<file path="config.mk">
export PLATFORM = sky130hd
export DESIGN_NAME = crc8_response_frame_parser
export DESIGN_NICKNAME = d
export VERILOG_FILES = /design/src/crc8rfp_pkg.sv /design/src/crc8_response_frame_parser.sv
export SDC_FILE = /design/constraint.sdc
export NUM_CORES = 1
export LEC_CHECK = 0
export ABC_AREA = 1
export BUFFER_PORTS_ARGS = -buffer_cell sky130_fd_sc_hd__clkbuf_2
export CAP_MARGIN = 20
export CORE_MARGIN = 10
export CORE_UTILIZATION = 55
export CTS_CLUSTER_SIZE = 28
export DETAILED_ROUTE_END_ITERATION = 10
export GPL_TIMING_DRIVEN = 0
export PLACE_DENSITY = 0.76
export SYNTH_ARGS = -nofsm -noshare
export SYNTH_HDL_FRONTEND = slang
export SYNTH_SLANG_ARGS = --single-unit
</file>
<file path="constraint.sdc">
create_clock -name clk_i -period 8.5 [get_ports clk_i]
set_input_delay 2.55 -clock clk_i [delete_from_list [all_inputs] [get_ports clk_i]]
set_output_delay 2.55 -clock clk_i [all_outputs]
set_load 0.01 [all_outputs]
</file>
<file path="src/crc8rfp_pkg.sv">
package crc8rfp_pkg;

  typedef enum logic [2:0] {
    PH_SYNC    = 3'd0,
    PH_STATUS  = 3'd1,
    PH_LEN_HI  = 3'd2,
    PH_LEN_LO  = 3'd3,
    PH_PAYLOAD = 3'd4,
    PH_CHECK   = 3'd5
  } phase_e;

  typedef enum logic [2:0] {
    EV_HEADER   = 3'd0,
    EV_KEPT     = 3'd1,
    EV_DROPPED  = 3'd2,
    EV_GOOD     = 3'd3,
    EV_BAD_SYNC = 3'd4,
    EV_BAD_CRC  = 3'd5
  } event_e;

  localparam int unsigned CfgIdxW = 3;

  localparam logic [CfgIdxW-1:0] REG_SYNC_VALUE = 3'd0;
  localparam logic [CfgIdxW-1:0] REG_OK_CODE    = 3'd1;
  localparam logic [CfgIdxW-1:0] REG_CRC_POLY   = 3'd2;
  localparam logic [CfgIdxW-1:0] REG_CRC_SEED   = 3'd3;
  localparam logic [CfgIdxW-1:0] REG_KEEP_LIMIT = 3'd4;

  localparam logic [7:0] CRC_POLY_RESET = 8'h07;

  // msb-first crc-8 over one byte, unreflected
  function automatic logic [7:0] crc8_feed(input logic [7:0] crc, input logic [7:0] data,
                                           input logic [7:0] poly);
    logic [7:0] c;
    c = crc ^ data;
    for (int i = 0; i < 8; i++) begin
      if (c[7]) begin
        c = {c[6:0], 1'b0} ^ poly;
      end else begin
        c = {c[6:0], 1'b0};
      end
    end
    return c;
  endfunction

endpackage

</file>
<file path="src/crc8_response_frame_parser.sv">
// Response frame parser: takes one received byte per word on the input channel and gives
// exactly one result word per byte (header byte, payload kept or dropped, frame good, bad
// sync or crc mismatch). A frame is sync byte, status code, 16-bit big-endian length,
// payload and a crc-8 check byte; the crc (msb first, no final xor) starts from crc_seed at
// the sync byte. One byte is accepted every cycle unless the input is stalled; a byte sits
// in the input register and its result is then registered in the result register.
// The input stalls only while both the input register and the result register are full and
// the output is stalled. Configuration writes are always ready and belong to idle periods.
module crc8_response_frame_parser (
  input  logic        clk_i,
  input  logic        rst_ni,
  input  logic        in_valid_i,
  output logic        in_stall_o,
  input  logic [7:0]  rx_byte_i,
  output logic        out_valid_o,
  input  logic        out_stall_i,
  output logic [2:0]  event_res_o,
  output logic [7:0]  payload_byte_o,
  output logic [15:0] payload_index_o,
  output logic [7:0]  status_byte_o,
  output logic        status_bad_o,
  output logic [15:0] kept_count_o,
  output logic        frame_end_o,
  input  logic        cfg_valid_i,
  output logic        cfg_ready_o,
  input  logic [crc8rfp_pkg::CfgIdxW-1:0] cfg_index_i,
  input  logic [15:0] cfg_data_i
);

  logic [7:0]  sync_value_q, ok_code_q, crc_poly_q, crc_seed_q;
  logic [15:0] keep_limit_q;

  logic        in_valid_q;
  logic [7:0]  byte_q;
  logic        out_adv;
  logic        advance;

  crc8rfp_pkg::phase_e phase_q, phase_d;
  logic [7:0]  crc_q, crc_d;
  logic [15:0] length_q, length_d;
  logic [15:0] count_q, count_d;
  logic [7:0]  status_q, status_d;
  logic [15:0] kept_q, kept_d;

  logic        out_valid_q;
  crc8rfp_pkg::event_e event_q, event_d;
  logic [7:0]  pbyte_q, pbyte_d;
  logic [15:0] pidx_q, pidx_d;
  logic [7:0]  sbyte_q, sbyte_d;
  logic        sbad_q, sbad_d;
  logic        fend_q, fend_d;
  logic [15:0] kept_out_q;
  logic        have_status;

  assign cfg_ready_o = 1'b1;

  always_ff @(posedge clk_i or negedge rst_ni) begin
    if (!rst_ni) begin
      sync_value_q <= 8'd0;
      ok_code_q    <= 8'd0;
      crc_poly_q   <= crc8rfp_pkg::CRC_POLY_RESET;
      crc_seed_q   <= 8'd0;
      keep_limit_q <= 16'd0;
    end else if (cfg_valid_i && cfg_ready_o) begin
      unique case (cfg_index_i)
        crc8rfp_pkg::REG_SYNC_VALUE: sync_value_q <= cfg_data_i[7:0];
        crc8rfp_pkg::REG_OK_CODE:    ok_code_q    <= cfg_data_i[7:0];
        crc8rfp_pkg::REG_CRC_POLY:   crc_poly_q   <= cfg_data_i[7:0];
        crc8rfp_pkg::REG_CRC_SEED:   crc_seed_q   <= cfg_data_i[7:0];
        crc8rfp_pkg::REG_KEEP_LIMIT: keep_limit_q <= cfg_data_i;
        default: ;
      endcase
    end
  end

  // input register
  assign out_adv    = !out_valid_q || !out_stall_i;
  assign advance    = in_valid_q && out_adv;
  assign in_stall_o = in_valid_q && !out_adv;

  always_ff @(posedge clk_i or negedge rst_ni) begin
    if (!rst_ni) begin
      in_valid_q <= 1'b0;
    end else if (!in_stall_o) begin
      in_valid_q <= in_valid_i;
    end
  end

  always_ff @(posedge clk_i) begin
    if (in_valid_i && !in_stall_o) begin
      byte_q <= rx_byte_i;
    end
  end

  // frame state and result
  always_comb begin
    phase_d     = phase_q;
    crc_d       = crc_q;
    length_d    = length_q;
    count_d     = count_q;
    status_d    = status_q;
    kept_d      = kept_q;
    event_d     = crc8rfp_pkg::EV_HEADER;
    pbyte_d     = 8'd0;
    pidx_d      = 16'd0;
    fend_d      = 1'b0;
    have_status = 1'b1;
    unique case (phase_q)
      crc8rfp_pkg::PH_STATUS: begin
        status_d = byte_q;
        crc_d    = crc8rfp_pkg::crc8_feed(crc_q, byte_q, crc_poly_q);
        phase_d  = crc8rfp_pkg::PH_LEN_HI;
      end
      crc8rfp_pkg::PH_LEN_HI: begin
        length_d = {byte_q, 8'd0};
        crc_d    = crc8rfp_pkg::crc8_feed(crc_q, byte_q, crc_poly_q);
        phase_d  = crc8rfp_pkg::PH_LEN_LO;
      end
      crc8rfp_pkg::PH_LEN_LO: begin
        length_d = {length_q[15:8], byte_q};
        crc_d    = crc8rfp_pkg::crc8_feed(crc_q, byte_q, crc_poly_q);
        count_d  = 16'd0;
        phase_d  = (length_d == 16'd0) ? crc8rfp_pkg::PH_CHECK : crc8rfp_pkg::PH_PAYLOAD;
      end
      crc8rfp_pkg::PH_PAYLOAD: begin
        crc_d  = crc8rfp_pkg::crc8_feed(crc_q, byte_q, crc_poly_q);
        pidx_d = count_q;
        if (count_q < keep_limit_q) begin
          event_d = crc8rfp_pkg::EV_KEPT;
          pbyte_d = byte_q;
          kept_d  = kept_q + 16'd1;
        end else begin
          event_d = crc8rfp_pkg::EV_DROPPED;
        end
        count_d = count_q + 16'd1;
        if (count_d == length_q) begin
          phase_d = crc8rfp_pkg::PH_CHECK;
        end
      end
      crc8rfp_pkg::PH_CHECK: begin
        event_d = (byte_q == crc_q) ? crc8rfp_pkg::EV_GOOD : crc8rfp_pkg::EV_BAD_CRC;
        fend_d  = 1'b1;
        phase_d = crc8rfp_pkg::PH_SYNC;
      end
      default: begin
        have_status = 1'b0;
        length_d    = 16'd0;
        count_d     = 16'd0;
        status_d    = 8'd0;
        kept_d      = 16'd0;
        if (byte_q == sync_value_q) begin
          crc_d   = crc8rfp_pkg::crc8_feed(crc_seed_q, byte_q, crc_poly_q);
          phase_d = crc8rfp_pkg::PH_STATUS;
        end else begin
          crc_d   = crc_seed_q;
          event_d = crc8rfp_pkg::EV_BAD_SYNC;
          fend_d  = 1'b1;
          phase_d = crc8rfp_pkg::PH_SYNC;
        end
      end
    endcase
    sbyte_d = have_status ? status_d : 8'd0;
    sbad_d  = have_status && (status_d != ok_code_q);
  end

  always_ff @(posedge clk_i or negedge rst_ni) begin
    if (!rst_ni) begin
      phase_q  <= crc8rfp_pkg::PH_SYNC;
      crc_q    <= 8'd0;
      length_q <= 16'd0;
      count_q  <= 16'd0;
      status_q <= 8'd0;
      kept_q   <= 16'd0;
    end else if (advance) begin
      phase_q  <= phase_d;
      crc_q    <= crc_d;
      length_q <= length_d;
      count_q  <= count_d;
      status_q <= status_d;
      kept_q   <= kept_d;
    end
  end

  // result register
  always_ff @(posedge clk_i or negedge rst_ni) begin
    if (!rst_ni) begin
      out_valid_q <= 1'b0;
    end else if (out_adv) begin
      out_valid_q <= in_valid_q;
    end
  end

  always_ff @(posedge clk_i) begin
    if (advance) begin
      event_q    <= event_d;
      pbyte_q    <= pbyte_d;
      pidx_q     <= pidx_d;
      sbyte_q    <= sbyte_d;
      sbad_q     <= sbad_d;
      fend_q     <= fend_d;
      kept_out_q <= kept_d;
    end
  end

  assign out_valid_o     = out_valid_q;
  assign event_res_o     = event_q;
  assign payload_byte_o  = pbyte_q;
  assign payload_index_o = pidx_q;
  assign status_byte_o   = sbyte_q;
  assign status_bad_o    = sbad_q;
  assign kept_count_o    = kept_out_q;
  assign frame_end_o     = fend_q;

`ifndef NO_ASSERTIONS
  a_fend_matches_event: assert property (@(posedge clk_i) disable iff (!rst_ni)
    out_valid_q |-> (fend_q == (event_q == crc8rfp_pkg::EV_GOOD ||
                                event_q == crc8rfp_pkg::EV_BAD_SYNC ||
                                event_q == crc8rfp_pkg::EV_BAD_CRC)))
    else $error("frame_end disagrees with event");

  a_phase_holds_on_stall: assert property (@(posedge clk_i) disable iff (!rst_ni)
    (out_valid_q && out_stall_i) |=> $stable(phase_q))
    else $error("frame state moved while result stalled");

  a_kept_counted: assert property (@(posedge clk_i) disable iff (!rst_ni)
    (out_valid_q && event_q == crc8rfp_pkg::EV_KEPT) |-> (kept_out_q != 16'd0))
    else $error("kept word without kept count");

  a_bad_sync_clean: assert property (@(posedge clk_i) disable iff (!rst_ni)
    (out_valid_q && event_q == crc8rfp_pkg::EV_BAD_SYNC) |->
      (!sbad_q && sbyte_q == 8'd0 && kept_out_q == 16'd0))
    else $error("bad sync result carries frame state");
`endif

endmodule
</file>
Yosys cells after proc, flatten, opt, wreduce, memory -nomap -nowiden
Cells that the tools add are included.
{ "word_totals": {"reg_bits": 178, "latchBits": 0, "ramBits": 0, "mem_bits_ro": 0, "input_bits": 32, "out_inout_bits": 56, "elab_cells": 208, "n_memories": 0} }
{ "op_classes": {"addsub": 2, "mul": 0, "div_mod_pow": 0, "n_lt_le_gt_ge": 1, "eq_ne": 14, "shift": 0, "mux": 97, "bitwise": 43, "n_reduce_logical": 29} }
{ "op_table": {"columns": ["operator", "n"], "rows": [
  ["8-bit 2-to-1 mux", 80],
  ["8-bit XOR", 39],
  ["16-bit case mux with 2 select lines", 2],
  ["16-bit case mux with 3 select lines", 1],
  ["8-bit case mux with 5 select lines", 1],
  ["16-bit by 1-bit adder with 16-bit output, second input constant", 2],
  ["2-bit AND reduction", 10],
  ["16-bit equality test", 1],
  ["8-bit equality test", 2],
  ["16-bit logical NOT", 1],
  ["16-bit less-than comparator", 1],
  ["16-bit 2-to-1 mux", 1],
  ["8-bit case mux with 2 select lines", 1],
  ["3-bit case mux with 5 select lines", 1],
  ["3-bit by 2-bit equality test with 1-bit output, second input constant", 4],
  ["4-bit OR reduction", 3],
  ["3-bit equality test, second input constant", 3],
  ["3-bit 2-to-1 mux", 3],
  ["3-bit case mux with 3 select lines", 1],
  ["3-bit OR reduction", 3],
  ["8-bit != test", 1],
  ["3-bit by 1-bit equality test with 1-bit output, second input constant", 2],
  ["5-bit OR reduction", 1],
  ["1-bit logical AND", 4],
  ["other kinds (9)", 18]
]} }

Logic depth before layout (Yosys ltp)
{ "depth": {"depth_word": 33, "mapped_depth": 32, "mapped_depth_nobuf": 30} }

Worst setup path after synthesis
Ideal clock, no wire load.
{ "synth_timing": {"path_kind": "in2out", "start": "input out_stall_i", "end": "output in_stall_o", "t_arrival_ns": 2.812, "setup_slack_ns": 3.138, "cell_stages": 2, "n_path_buf": 0, "path_cell_list": "nand2_1 nor2_1"} }
{ "synth_between": {"elab_chain_cells": 4} }
{ "synth_rtl": {"columns": ["element", "line", "source"], "rows": [
  ["start, declared", "crc8_response_frame_parser.sv:16", "input logic out_stall_i,"],
  ["1-bit logical NOT", "crc8_response_frame_parser.sv:77", "assign out_adv = !out_valid_q || !out_stall_i;"],
  ["1-bit logical OR", "crc8_response_frame_parser.sv:77", null],
  ["1-bit logical NOT", "crc8_response_frame_parser.sv:79", "assign in_stall_o = in_valid_q && !out_adv;"],
  ["1-bit logical AND", "crc8_response_frame_parser.sv:79", null],
  ["end, declared", "crc8_response_frame_parser.sv:13", "output logic in_stall_o,"]
]} }
Every way passes these cells.

Worst setup path after layout
Ends and elaborated chain as after synthesis.

==> impl_metrics.tcl <==
set metrics [dict create \
    core_area_um2 20200 \
    grt_max_degree 111 \
    syn_area_um2 11300 \
    yosys.area.top_type "dfrtp_1" \
    crit_chain "clkbuf_2 -> nand2_1 -> nor2_1 -> clkbuf_2" \
    hold_violations 0 \
    status "finished, final reports clean" \
    power_frac_clock_pct 21.2 \
    synth_fa_ha_area_share_pct 2.10 \
    worst_path_largest_cell_delay_ns 0.16 \
    synth_ff_type "dfrtp_1" \
    place_ws_ns 2.95 \
    htreeDepth 4 \
    place_congestion 0.922 \
    drt_wl_total_um 31300 \
    yosys-mux-area-fraction_pct 0 \
    cts_sinks 178 \
    worstSetupPathType "primary input to output pin" \
    whs_path_depth 2 \
    finalNonFillerCells 1876 \
    die_y_um 163 \
    switching_share_pct 45.3 \
    critical_path_depth 4 \
    worstPathRequired_ns 5.95 \
    netlist_instances 1486 \
    start_util_pct 55.9 \
    max_cap_viol_count 0 \
    hold_ws_ns 0.476 \
    antenna_found_initial 0 \
    seq_area_frac_synth_pct 42.1 \
    syn-num-nets 1537 \
    drt_iter0_drc 983 \
    utilization_pct 63.0 \
    drc 0 \
    async_flop_share_pct 65.7 \
    synthSimpleGateAreaFrac_pct 29.8 \
    cts_root_buffer "clkbuf_16" \
    switchingPower_mw 1.70 \
    hpwlAfterDp_um 23400 \
    reg2regPathDepth 25 \
    synth_xor_xnor_area_share_pct 6.68 \
    die_w_um 163 \
    die-area_um2 26700 \
    synth-edff-count 61 \
    critPathArrivalTime_ns 2.99 \
    netlist.area_leader.share_pct 25.2 \
    area.growth.synth_to_final_pct 12.6 \
    grt_setup_unrepaired "no" \
    cp_top_family "buffers and inverters" \
    path_common_cell "clkbuf_2" \
    diodes 0 \
    min_period_over_period_pct 65.2 \
    firstDrtPassIters 5 \
    comb_power_share_pct 50.8 \
    slew_viol_final 0 \
    critPathSlowestCell "clkbuf_2" \
    clk_latency_ns 0.44 \
    nets 1644 \
    synth-compound-area-share_pct 10.1 \
    p_int_mw 2.06 \
    power_frac_seq_pct 28.0 \
    synth_area_per_cell_um2 7.62 \
    cts_tree "yes" \
    crit_path_start_kind "primary input" \
    synth_top_family_by_area "simple AND/OR/NAND/NOR gates" \
    vias_per_cell 5.53 \
    setup_ws_ns 2.96 \
    max_slew_margin_pct 28.6 \
    total_leakage_power_nw 5.93 \
    powerDensity_nw_per_um2 295 \
    cp_max_fo 3 \
    clk_pin_slew_ns 0.07 \
    setup_violations 0 \
    synth.area.top_cells "dfrtp_1 (25%), edfxtp_1 (16%), nand2_1 (13%), nand3_1 (6.5%), inv_1 (6.0%)" \
    post_drt_wl_per_cell_um 16.7 \
    fin_tns_setup_ns 0 \
    numCtsBuffers 17 \
    portBuffers 86 \
    grt-ovfl-total 0 \
    track_usage_pct 23.6 \
    cts_setup_buffers 0 \
    critPathBufInv 2 \
    ant_nets 0 \
    hold_path.class "register to register" \
    pin_count 88 \
    end_kind "output pin" \
    cts_hold_buf 0 \
    cts_resized 0 \
    grt_first_pass_wirelength_um 50700 \
    row_count 52 \
    yosys_register_bits 178 \
    grt_pass1_vias 9645 \
    drive_gt1_share_pct 14.0 \
    yosysWarnings 0 \
    max_freq_mhz 181 \
    finalCriticalPeriod_ns 5.54 \
    peakVddDrop_mv 0.328 \
    synth_cell_types 51 \
    tightest_slew_ns 1.06 \
    vias 10371 \
    dp.cells 1844 \
    clock_skew_ns 0.0153 \
    clockBufferDepth 2 \
]
per-stage QoR:
stage / power [mW] / cell area (µm²)
5_1_grt: 4.06 / 12700
3_5_place_dp: 2.95 / 12100
2_1_floorplan: 2.55 / 11300
3_3_place_gp: 2.91 / 12100
4_1_cts: 3.74 / 12700
6_report: 3.76 / 12700
placed cells by master (no fill, tap or decap), types with 31 or more instances in the layout:
| master | instances |
|---|---|
| edfxtp_1 | 61 |
| xor2_1 | 49 |
| nand3_1 | 148 |
| xnor2_1 | 31 |
| inv_1 | 182 |
| o21ai_0 | 119 |
| clkbuf_1 | 33 |
| nor2_1 | 105 |
| dfrtp_1 | 114 |
| a21oi_1 | 31 |
| clkbuf_2 | 87 |
| nand2_1 | 385 |
state kept, by name (all words and copies together), names as in the netlist, 8 cells and up:
signal and count:
payload_index_o 16, status_q 8, keep_limit_q 16, payload_byte_o 8
crc_poly_q 8, byte_q 8, sync_value_q 8, count_q 16
kept_count_o 16, crc_seed_q 8, crc_q 8, ok_code_q 8
kept_q 16, status_byte_o 8, length_q 16
synthesized netlist by cell type (7+ instances only):
master,count
xor2_1,49
inv_2,14
nor2_1,105
o21ai_0,119
nor4_1,8
dfrtp_1,114
xnor2_1,31
edfxtp_1,61
inv_1,182
nand4_1,11
a21oi_1,31
nand3_2,11
nand2_2,25
buf_2,8
nor3_1,18
o22ai_1,30
clkbuf_1,34
nand3_1,148
o21ai_1,7
nand2_1,385
ha_1,19
routing by layer:
layer | up-vias | share of wire (%) | wire length [µm] | track usage, %
li1 | 5025 | - | - | -
met1 | 4836 | 42 | 13300 | 31.1
met2 | 437 | 47 | 14700 | 38.4
met3 | 73 | 7.6 | 2370 | 3.83
met4 | 0 | 2.8 | 871 | 8.61
met5 | - | 0 | 0 | 0
worst paths after layout:
path	start	end	slack [ns]
min in group asynchronous	rst_ni	sync_value_q[5]	1.93
worst max-delay path	out_stall_i	in_stall_o	2.96
worst min register to register	in_valid_q	out_valid_o	0.48
worst max register to register	byte_q[5]	crc_q[5]	4.95
worst min-delay path	in_valid_q	out_valid_o	0.48
max in group asynchronous	rst_ni	crc_q[5]	5.81
final cells by class:
cell class	instances	area [µm²]
inverter	202	763
multi-input combinational	1048	5510
tap	270	338
fill	1813	7490
clock buffer	18	439
timing repair buffer	88	487
sequential	178	4760
buffer	58	279
clock inverter	14	164
cells by family (layout without fill, tap and decap cells):
family | Yosys count | after routing
and+or+nand+nor | 738 | 738
buffers and inverters | 260 | 380
AOI/OAI and AO/OA | 208 | 208
DFF | 178 | 178
xor gates and xnor gates | 82 | 82
adders and majority gates | 19 | 19
other | 1 | 1
worst min-delay path: cells and delay by family (launching register included):
kind | cells | cell delay, ns
buf+inv | 1 | 0.06
flops | 1 | 0.33
simple gates | 1 | 0.06
power by group through the flow:
stage               Sequential [mW]  Clock, mW  Combinational (mW)
detailed placement             1.07          0                1.89
global placement               1.07          0                1.85
floorplan                      1.07          0                1.48
finish                         1.05      0.796                1.91
global route                   1.06      0.842                2.15
CTS                            1.05      0.799                1.90
No activity file was read; power rests on OpenSTA's default activity.
